File: src/rtl/kpc_pkg.sv
// Shared types, constants and helpers for the key press classifier.
// No dependencies; every other file of the block imports this package.
package kpc_pkg;

  // Dwell counter and threshold widths
  localparam int unsigned CountWidth = 16;
  localparam int unsigned CfgWidth   = 16;
  localparam int unsigned CmpWidth   =
    ((CountWidth > CfgWidth) ? CountWidth : CfgWidth) + 1;
  localparam int unsigned ClassWidth = 3;

  // Configuration port
  localparam int unsigned AddrWidth = 3;
  localparam int unsigned DataWidth = 32;

  localparam logic [CfgWidth-1:0] ShortTimeRst = 16'd5;
  localparam logic [CfgWidth-1:0] LongTimeRst  = 16'd50;

  // Register index, taken from paddr[2]
  typedef enum logic [0:0] {
    REG_SHORT_TIME = 1'b0,
    REG_LONG_TIME  = 1'b1
  } kpc_reg_e;

  // Key class held as one-hot state
  typedef enum logic [4:0] {
    CLS_IDLE    = 5'b00001,
    CLS_PRESS   = 5'b00010,
    CLS_SHORT   = 5'b00100,
    CLS_LONG    = 5'b01000,
    CLS_RELEASE = 5'b10000
  } kpc_class_e;

  // Class codes as seen on the result channel
  localparam logic [ClassWidth-1:0] CodeIdle    = 3'd0;
  localparam logic [ClassWidth-1:0] CodePress   = 3'd1;
  localparam logic [ClassWidth-1:0] CodeShort   = 3'd2;
  localparam logic [ClassWidth-1:0] CodeLong    = 3'd3;
  localparam logic [ClassWidth-1:0] CodeRelease = 3'd4;

  typedef struct packed {
    logic [CfgWidth-1:0] short_time;
    logic [CfgWidth-1:0] long_time;
  } kpc_cfg_t;

  typedef struct packed {
    logic [ClassWidth-1:0] key_class;
    logic                  hold_level;
    logic                  toggle_level;
    logic                  shot_pulse;
  } kpc_result_t;

  // Map the one-hot class onto its result code
  function automatic logic [ClassWidth-1:0] class_code(input kpc_class_e cls);
    logic [ClassWidth-1:0] code;
    unique case (cls)
      CLS_IDLE:    code = CodeIdle;
      CLS_PRESS:   code = CodePress;
      CLS_SHORT:   code = CodeShort;
      CLS_LONG:    code = CodeLong;
      CLS_RELEASE: code = CodeRelease;
      default:     code = CodeIdle;
    endcase
    return code;
  endfunction

endpackage

File: src/rtl/kpc_cfg_regs.sv
// APB-style configuration registers: short and long dwell thresholds.
// Depends on kpc_pkg.
module kpc_cfg_regs (
  input  logic                     clk_i,
  input  logic                     rst_ni,
  input  logic                     psel,
  input  logic                     penable,
  input  logic                     pwrite,
  input  logic [kpc_pkg::AddrWidth-1:0] paddr,
  input  logic [kpc_pkg::DataWidth-1:0] pwdata,
  output logic [kpc_pkg::DataWidth-1:0] prdata,
  output logic                     pready,
  output kpc_pkg::kpc_cfg_t        cfg_o
);
  import kpc_pkg::*;

  kpc_reg_e            reg_idx;
  logic                wr_en;
  logic [CfgWidth-1:0] short_time_d, short_time_q;
  logic [CfgWidth-1:0] long_time_d, long_time_q;

  // Decode the access
  assign reg_idx = kpc_reg_e'(paddr[2]);
  assign wr_en   = psel && penable && pwrite;
  assign pready  = 1'b1;

  // Pick the written register
  always_comb begin
    short_time_d = short_time_q;
    long_time_d  = long_time_q;
    if (wr_en) begin
      unique case (reg_idx)
        REG_SHORT_TIME: short_time_d = pwdata[CfgWidth-1:0];
        REG_LONG_TIME:  long_time_d  = pwdata[CfgWidth-1:0];
        default: ;
      endcase
    end
  end

  always_ff @(posedge clk_i or negedge rst_ni) begin
    if (!rst_ni) begin
      short_time_q <= ShortTimeRst;
      long_time_q  <= LongTimeRst;
    end else begin
      short_time_q <= short_time_d;
      long_time_q  <= long_time_d;
    end
  end

  // Return the addressed register
  always_comb begin
    unique case (reg_idx)
      REG_SHORT_TIME: prdata = DataWidth'(short_time_q);
      REG_LONG_TIME:  prdata = DataWidth'(long_time_q);
      default:        prdata = '0;
    endcase
  end

  assign cfg_o.short_time = short_time_q;
  assign cfg_o.long_time  = long_time_q;

endmodule

File: src/rtl/kpc_step.sv
// Classifier state and its per-sample update: dwell counter, class and
// the hold, toggle and single-shot flags. Depends on kpc_pkg.
module kpc_step (
  input  logic                 clk_i,
  input  logic                 rst_ni,
  input  logic                 step_i,
  input  logic                 level_i,
  input  kpc_pkg::kpc_cfg_t    cfg_i,
  output kpc_pkg::kpc_result_t result_o
);
  import kpc_pkg::*;

  logic [CountWidth-1:0] cnt_q, cnt_d, cnt_base, cnt_inc;
  logic [CmpWidth-1:0]   cnt_w, st_w, st1_w, lt_w;
  logic                  hit_long, hit_short1, hit_short;
  logic                  last_q;
  kpc_class_e            class_q, class_d;
  logic                  hold_q, hold_d;
  logic                  toggle_q, toggle_d;
  logic                  tarm_q, tarm_d;
  logic                  sarm_q, sarm_d;
  logic                  shot;

  // Clear on a level change, then count up with saturation
  always_comb begin
    cnt_base   = (level_i != last_q) ? '0 : cnt_q;
    cnt_inc    = (&cnt_base) ? cnt_base : cnt_base + CountWidth'(1);
    cnt_w      = CmpWidth'(cnt_inc);
    st_w       = CmpWidth'(cfg_i.short_time);
    st1_w      = st_w + CmpWidth'(1);
    lt_w       = CmpWidth'(cfg_i.long_time);
    hit_long   = cnt_w >= lt_w;
    hit_short1 = cnt_w >= st1_w;
    hit_short  = cnt_w >= st_w;
  end

  // Advance the class; a settled class holds the counter at zero
  always_comb begin
    cnt_d   = cnt_inc;
    class_d = class_q;
    if (!level_i) begin
      if (class_q != CLS_IDLE) begin
        priority if (hit_short1) class_d = CLS_IDLE;
        else if (hit_short)      class_d = CLS_RELEASE;
        else                     class_d = class_q;
      end else begin
        cnt_d = '0;
      end
    end else begin
      if (class_q != CLS_LONG) begin
        priority if (hit_long)   class_d = CLS_LONG;
        else if (hit_short1)     class_d = CLS_SHORT;
        else if (hit_short)      class_d = CLS_PRESS;
        else                     class_d = class_q;
      end else begin
        cnt_d = '0;
      end
    end
  end

  // Derive hold, toggle and single shot from the new class
  always_comb begin
    hold_d   = hold_q;
    toggle_d = toggle_q;
    tarm_d   = tarm_q;
    sarm_d   = sarm_q;
    shot     = 1'b0;
    unique case (class_d)
      CLS_SHORT: begin
        hold_d = 1'b1;
        if (tarm_q) begin
          toggle_d = ~toggle_q;
          tarm_d   = 1'b0;
        end
        if (sarm_q) begin
          shot   = 1'b1;
          sarm_d = 1'b0;
        end
      end
      CLS_RELEASE: begin
        hold_d = 1'b0;
        tarm_d = 1'b1;
      end
      CLS_PRESS: sarm_d = 1'b1;
      default: ;
    endcase
  end

  always_ff @(posedge clk_i or negedge rst_ni) begin
    if (!rst_ni) begin
      cnt_q    <= '0;
      last_q   <= 1'b0;
      class_q  <= CLS_IDLE;
      hold_q   <= 1'b0;
      toggle_q <= 1'b0;
      tarm_q   <= 1'b1;
      sarm_q   <= 1'b1;
    end else if (step_i) begin
      cnt_q    <= cnt_d;
      last_q   <= level_i;
      class_q  <= class_d;
      hold_q   <= hold_d;
      toggle_q <= toggle_d;
      tarm_q   <= tarm_d;
      sarm_q   <= sarm_d;
    end
  end

  assign result_o.key_class    = class_code(class_d);
  assign result_o.hold_level   = hold_d;
  assign result_o.toggle_level = toggle_d;
  assign result_o.shot_pulse   = shot;

endmodule

File: src/rtl/key_press_classifier.sv
// Top level of the key press classifier: input register, classifier step
// and result register. Depends on kpc_pkg, kpc_cfg_regs and kpc_step.
//
// Usage:
//   One request on the input channel carries one sampled key level. Each
//   request yields exactly one result: the key class (0 idle, 1 press,
//   2 short press, 3 held long, 4 release), the hold level, the toggle
//   level and a single-shot pulse.
//   From input acceptance to result valid, the sample is captured in the
//   input register, classified in one pass and captured in the result
//   register. Throughput is one request per cycle while the receiver does not
//   stall; the classifier state update is combinational, which sets that rate.
//   When the receiver stalls, the result register holds its value and one
//   more request is taken into the input register; in_ready_o then drops
//   until the result is taken. Thresholds are written over the APB-style
//   port at byte addresses 0 (short time) and 4 (long time); the user must
//   do so only while the block is idle, which the block does not enforce.
//   Reset clears both stages, returns the class to idle with the counter at
//   zero, arms toggle and single shot and restores thresholds 5 and 50.
module key_press_classifier (
  input  logic                           clk_i,
  input  logic                           rst_ni,
  input  logic                           psel,
  input  logic                           penable,
  input  logic                           pwrite,
  input  logic [kpc_pkg::AddrWidth-1:0]  paddr,
  input  logic [kpc_pkg::DataWidth-1:0]  pwdata,
  output logic [kpc_pkg::DataWidth-1:0]  prdata,
  output logic                           pready,
  input  logic                           in_valid_i,
  output logic                           in_ready_o,
  input  logic                           key_level_i,
  output logic                           out_valid_o,
  input  logic                           out_ready_i,
  output logic [kpc_pkg::ClassWidth-1:0] key_class_o,
  output logic                           hold_level_o,
  output logic                           toggle_level_o,
  output logic                           shot_pulse_o
);
  import kpc_pkg::*;

  kpc_cfg_t    cfg;
  kpc_result_t result;
  kpc_result_t out_d, out_q;
  logic        in_valid_d, in_valid_q;
  logic        level_d, level_q;
  logic        out_valid_d, out_valid_q;
  logic        advance;
  logic        step;

  kpc_cfg_regs u_cfg_regs (
    .clk_i   (clk_i),
    .rst_ni  (rst_ni),
    .psel    (psel),
    .penable (penable),
    .pwrite  (pwrite),
    .paddr   (paddr),
    .pwdata  (pwdata),
    .prdata  (prdata),
    .pready  (pready),
    .cfg_o   (cfg)
  );

  // Move a request on whenever the result register is free or being taken
  assign advance    = !out_valid_q || out_ready_i;
  assign step       = in_valid_q && advance;
  assign in_ready_o = !in_valid_q || advance;

  kpc_step u_step (
    .clk_i    (clk_i),
    .rst_ni   (rst_ni),
    .step_i   (step),
    .level_i  (level_q),
    .cfg_i    (cfg),
    .result_o (result)
  );

  // Input and result stage next values
  always_comb begin
    in_valid_d  = in_ready_o ? in_valid_i : in_valid_q;
    level_d     = (in_valid_i && in_ready_o) ? key_level_i : level_q;
    out_valid_d = advance ? in_valid_q : out_valid_q;
    out_d       = step ? result : out_q;
  end

  always_ff @(posedge clk_i or negedge rst_ni) begin
    if (!rst_ni) begin
      in_valid_q  <= 1'b0;
      out_valid_q <= 1'b0;
    end else begin
      in_valid_q  <= in_valid_d;
      out_valid_q <= out_valid_d;
    end
  end

  // Payload needs no reset
  always_ff @(posedge clk_i) begin
    level_q <= level_d;
    out_q   <= out_d;
  end

  assign out_valid_o    = out_valid_q;
  assign key_class_o    = out_q.key_class;
  assign hold_level_o   = out_q.hold_level;
  assign toggle_level_o = out_q.toggle_level;
  assign shot_pulse_o   = out_q.shot_pulse;

endmodule

File: config.mk
export PLATFORM = sky130hd
export DESIGN_NAME = key_press_classifier
export DESIGN_NICKNAME = d
export VERILOG_FILES = /design/src/rtl/kpc_pkg.sv /design/src/rtl/kpc_cfg_regs.sv /design/src/rtl/kpc_step.sv /design/src/rtl/key_press_classifier.sv
export SDC_FILE = /design/constraint.sdc
export NUM_CORES = 1
export LEC_CHECK = 0
export BUFFER_PORTS_ARGS = -buffer_cell sky130_fd_sc_hd__buf_2
export CAP_MARGIN = 30
export CORE_UTILIZATION = 37
export CTS_BUF_LIST = sky130_fd_sc_hd__clkbuf_4
export DETAILED_ROUTE_END_ITERATION = 12
export SLEW_MARGIN = 5
export SYNTH_ARGS = -nofsm -noshare
export SYNTH_HDL_FRONTEND = slang
export SYNTH_SLANG_ARGS = --single-unit
File: constraint.sdc
create_clock -name clk_i -period 13.85 [get_ports clk_i]
set_clock_uncertainty 0.1 [all_clocks]
set_input_delay 1.385 -clock clk_i [delete_from_list [all_inputs] [get_ports clk_i]]
set_output_delay 1.385 -clock clk_i [all_outputs]
set_load 0.005 [all_outputs]
==> run metrics, run 1 <==
CTS tree=done; Pwr per Cell Area=118 nW/um^2; async set-reset flop share out of synthesis=0.896; leak pwr=0.00252 uW; adder-cell share of the synthesized area=0.116; Worst-Skew Late Latency=0.45 ns; die area=13600 um^2; most common cell after layout, fill and taps aside=nand2_1; WHS Endpoint=u_step.toggle_q; routed vias=3958; post-layout net count=657; clock sinks=67; min cycle time layout=6.43 ns; DRC errors left=0; fmax=0.156 GHz; vias in the first global route=3898; setup TNS=0 ns; Max-Cap Viols=0; share of layout cells above drive strength 1=0.214; Rows=41; Startpoint Class=register; die height=117 um; worst slew margin relative to its limit=0.487; arrival time of the worst setup path=6.52 ns; r2r setup slk=7.42 ns; GP Congestion=0.876; Max Fanout on Critical Path=14; GR Overflow Total=0; # IOs=84; Final WS setup=7.42 ns; total CTS buffers=9; ys flop type=dfrtp_1; Initial Util=0.383; Pins Over Slew Limit=0; Post-synth EDFFs=7; area delta synth->final=10.7%; worst hold path class=reg2reg; final setup fails=0; total power=635 uW; r2r startpoint=level_q; run status=completed; VDD IR max=0.0000677 V; post-synthesis mux area share=0.0783; vias per cell=5.31; post-synthesis cell area=4870 um^2; crit end category=register; internal cell power=407 uW; RSZ-0062 raised after global routing=false; hold path start=u_step.toggle_q; first-pass GRT wire length=18800 um; Final Hold Viols=0; core footprint=12700 um^2; Fillers=1298; initial DRC count=178; Multi-input gate area=2870 um^2; Net Sw Frac=0.359; worst hold path depth=1; Worst-path clk slew=0.12 ns; initial antenna violation count=0; register area share after synthesis=0.353; #FFs+latches synth=67; Clock power frac=0.205; Synth Area in Compound Gates=0.164; TritonRoute pass-1 iters=4; input/output buffers=48; Place WS=7.54 ns; Gate power share=0.348; capturing point of the worst reg2reg path=toggle_level_o; final wirelength=11200 um; Synth Warn #=0; pin count of the biggest net entering global routing=61; Worst EP required=13.94 ns; Reg power frac=0.447; H-tree Lvls=3; final cycle utilization of the critical path=0.464; sequential cell area=1720 um^2; root cell of the clock tree=clkbuf_4; Yosys top cell area share=0.267; synth top area cells=dfrtp_1 27%, ha_1 12%, mux2_2 7.6%; Unique masters post-synth=66; Switch Pwr=228 uW; setup bufs post-CTS=0; Overall Global Routing Usage=0.179; Worst-Margin Slew=0.769 ns; hold-fix buffers at CTS=0; most frequent cells in the layout=54 x nand2_1, 52 x dfrtp_1, 48 x buf_2; Final Hold Slack=0.395 ns; XOR/XNOR Fraction of Synth Area=0.0557; Die W=117 um; simple-gate share of the synthesized area=0.163; Syn Area/Cell=9.39 um^2; Antenna Cells=0; HPWL after DPL=8400 um; Cells after Synth=519; post-detailed-route count of antenna-violating nets=0; largest family of logic cells by synthesized area=compound AO/OA/AOI/OAI gates; post-CTS resize count=0; r2r worst-path depth=21; clk buf depth=2; Synth area leader=dfrtp_1; WL/cell=15.0 um; Crit Path Category=reg2reg
[worst max-delay path: stages (launching register included)]
cell      delay (ns)
edfxtp_1        0.62
xnor2_1         0.67
and2_1          0.26
ha_1            0.21
and4_1          0.32
and4_1          0.32
nand3_1         0.36
and2_1          0.33
and3_1          0.21
nand3_1         0.11
xor2_1          0.37
ha_1            0.24
o211ai_1        0.10
nor2_1          0.15
o31ai_1         0.09
a41oi_1         0.39
o211a_2         0.28
nand2_1         0.06
a311o_1         0.38
mux2i_1         0.31
nand3_1         0.14
xnor2_1         0.14
[cells in the mapped netlist, types with 2 or more instances]
cell type and n:
nand2_1 54, dfrtp_1 52, ha_1 45, inv_1 41, o21ai_0 36, mux2_2 33
xnor2_1 22, a21oi_1 20, nor2_1 19, buf_4 17, a22o_1 16, nand3_1 13
clkbuf_1 12, nand4_1 10, xor2_1 9, and2_1 8, and3_1 8, dfstp_2 8
edfxtp_1 7, nor3_1 7, a31oi_1 6, nand2b_1 6, and4_1 5, a21o_1 4
nor4_1 4, o211ai_1 4, a41oi_1 3, nor2b_1 3, o31ai_1 3, a211oi_1 2
a311o_1 2, a311oi_1 2, conb_1 2, o21a_1 2, o41ai_1 2, or3_1 2
[stage by stage]
stage,util,std cells,cell area (um^2)
finish,0.424,746,5390
detailed placement,0.412,728,5240
CTS,0.422,744,5370
global placement,0.412,728,5240
global route,0.424,746,5390
floorplan,-,534,4930
[final cells by class]
type,count,share of cell area
Sequential cell,67,0.319
Tap cell,172,0.0399
Inverter,42,0.0292
Clock inverter,4,0.00789
Timing Repair Buffer,54,0.0543
Clock buffer,12,0.0167
Multi-Input combinational cell,395,0.533
[power by group through the flow]
| stage | sequential (uW) | clock (uW) | combinational, uW |
|---|---|---|---|
| final | 284 | 130 | 221 |
| after global routing | 291 | 142 | 251 |
| after CTS | 284 | 135 | 222 |
| after detailed placement | 287 | 0 | 221 |
| after global placement | 286 | 0 | 213 |
| after floorplan | 276 | 0 | 165 |
[cells by family after synthesis]
logic type,after synthesis
AND/OR/NAND/NOR,152
other,2
AO/OA/AOI/OAI,116
adder cells (fa/ha/maj),45
flip-flops,67
buffers and inverters,72
XOR/XNOR,31
multiplexers,34
[state kept, by name, summed over array words and instances (netlist names), 3 cells and up]
register,flops
u_step.class_q,5
key_class_o,3
u_cfg_regs.short_time_q,16
u_step.cnt_q,16
u_cfg_regs.long_time_q,16
[metal layers]
metal	vias up	part of all wire	track usage
met1	1885	0.47	0.226
met2	105	0.46	0.294
li1	1949	-	-
met5	-	0	0
met3	19	0.042	0.0379
met4	0	0.025	0.0835
[worst max path at each step]
| stage | startpoint | to | slack (ns) | cells after the start |
|---|---|---|---|---|
| 4_1_cts | level_q | toggle_level_o | 7.44 | 21 |
| 5_1_grt | level_q | toggle_level_o | 7.01 | 21 |
| 3_5_place_dp | level_q | toggle_level_o | 7.54 | 21 |
| 6_report | level_q | toggle_level_o | 7.42 | 21 |
| 2_1_floorplan | level_q | toggle_level_o | 8.89 | 20 |
| 3_3_place_gp | level_q | toggle_level_o | 7.51 | 21 |
(Power assumes the default switching activity.)
==> run 2: changes to the inputs <==
==> constraint.sdc (replaced) <==
create_clock -name clk_i -period 5.7 [get_ports clk_i]
set_clock_uncertainty 0.1 [all_clocks]
set_input_delay 0.57 -clock clk_i [delete_from_list [all_inputs] [get_ports clk_i]]
set_output_delay 0.57 -clock clk_i [all_outputs]
set_load 0.005 [all_outputs]
==> run metrics, run 2 (same netlist as run 1, synthesis figures left out) <==
run status=completed; Crit Path Category=reg2reg; vias per cell=5.30; Initial Util=0.383; Worst-Skew Late Latency=0.47 ns; CP top delay family=simple AND/OR/NAND/NOR gates; initial DRC count=141; arrival time of the worst setup path=5.45 ns; post-layout net count=667; Overall Global Routing Usage=0.180; biggest regs=u_cfg_regs.long_time_q (16), u_cfg_regs.short_time_q (16), u_step.cnt_q (16); first-pass GRT wire length=18900 um; Rows=41; vias in the first global route=3838; total CTS buffers=9; CTS tree=done; TritonRoute pass-1 iters=4; initial antenna violation count=0; input/output buffers=48; Non-Filler Cell Area, Final=5480 um^2; Worst EP required=5.81 ns; slowest CP cell=edfxtp_1; # IOs=84; Max Fanout on Critical Path=12; most frequent cells in the layout=54 x nand2_1, 52 x dfrtp_1, 48 x buf_2; die area=13600 um^2; Antenna Cells=0; CP Cell Sequence=xnor2_1, and2_1, ha_1, and4_1, and4_1, nand3_1, and2_1, and3_1, xnor2_1, ha_1, a211oi_1, o21ai_0, a41oi_1, o21ai_0, buf_4, a311o_1, mux2i_2, nand3_1, xnor2_1; GP Congestion=0.866; Worst-path clk slew=0.14 ns; share of layout cells above drive strength 1=0.229; Multi-input gate area=2880 um^2; post-CTS resize count=0; Layout Utilization=0.431; Fillers=1328; root cell of the clock tree=clkbuf_4; Pwr per Cell Area=285 nW/um^2; Critical path buffers and inverters=1; most common cell after layout, fill and taps aside=nand2_1; pin count of the biggest net entering global routing=61; crit-path max cell delay=0.44 ns; Max-Cap Viols=0; GR Overflow Total=0; final cycle utilization of the critical path=0.937; DRC errors left=0; WL/cell=15.1 um; most frequent CP cell=xnor2_1; VDD IR max=0.000134 V; die height=117 um; crit end category=register; worst hold path class=in2async; final setup fails=0; sequential cell area=1720 um^2; routed vias=4009; clock sinks=67; HPWL after DPL=8680 um; final wirelength=11400 um; fmax=0.187 GHz; Startpoint Class=register; Final Hold Viols=0; Die W=117 um; leak pwr=0.00255 uW; core footprint=12700 um^2; RSZ-0062 raised after global routing=false; post-detailed-route count of antenna-violating nets=0; clk buf depth=2; Pins Over Slew Limit=0; Worst-Margin Slew=0.779 ns; min cycle time layout=5.34 ns; area delta synth->final=12.4%; worst slew margin relative to its limit=0.481; area post-placement=5310 um^2; hold-fix buffers at CTS=0; setup bufs post-CTS=0; setup TNS=0 ns; H-tree Lvls=3
[run 2: layout make-up]
| class | count | share of cell area |
|---|---|---|
| clock inverter | 7 | 0.0126 |
| tap | 172 | 0.0393 |
| inverter | 42 | 0.0288 |
| timing repair buffer | 64 | 0.0678 |
| sequential | 67 | 0.314 |
| multi-input combinational | 395 | 0.525 |
| clock buffer | 9 | 0.0123 |
[run 2: routing by layer]
layer	global-route usage	vias to the layer above	wire, um
li1	-	1956	-
met1	0.231	1956	5400
met2	0.301	84	5380
met3	0.0389	13	432
met4	0.0591	0	184
met5	0	-	0
[run 2: final timing paths]
kind / startpoint / cells after the start / endpoint / slack, ns
worst max-delay path: level_q / 19 / toggle_level_o / 0.36
worst min-delay path: rst_ni / 2 / u_cfg_regs.long_time_q[10] / 0.16
worst max register to register: level_q / 19 / toggle_level_o / 0.36
worst min register to register: u_step.toggle_q / 1 / u_step.toggle_q / 0.41
max in group asynchronous: rst_ni / 2 / u_step.toggle_q / 4.82
min in group clk_i: key_level_i / 1 / level_q / 0.20
[run 2: worst reg2reg max path, stage by stage, from the launching register on]
cell      delay, ns
edfxtp_1       0.44
xnor2_1        0.33
and2_1         0.22
ha_1           0.22
and4_1         0.32
and4_1         0.32
nand3_1        0.11
and2_1         0.20
and3_1         0.21
xnor2_1        0.37
ha_1           0.33
a211oi_1       0.25
o21ai_0        0.12
a41oi_1        0.29
o21ai_0        0.15
buf_4          0.20
a311o_1        0.34
mux2i_2        0.30
nand3_1        0.14
xnor2_1        0.14
[run 2: per-stage QoR]
| stage | setup slack (ns) | total power, uW | instances | hold slack [ns] |
|---|---|---|---|---|
| floorplan | 0.740 | 1070 | 534 | 0.174 |
| global placement | 0.505 | 1220 | 738 | 0.383 |
| detailed placement | 0.401 | 1240 | 738 | 0.394 |
| CTS | 0.346 | 1570 | 754 | 0.157 |
| global route | 0.0348 | 1680 | 756 | 0.181 |
| finish | 0.359 | 1560 | 756 | 0.155 |
[run 2: power breakdown]
| part | switching (uW) | internal [uW] | total [uW] |
|---|---|---|---|
| sequential | 93.1 | 596 | 689 |
| clock | 191 | 131 | 322 |
| combinational | 296 | 253 | 549 |
| total | 580 | 980 | 1560 |
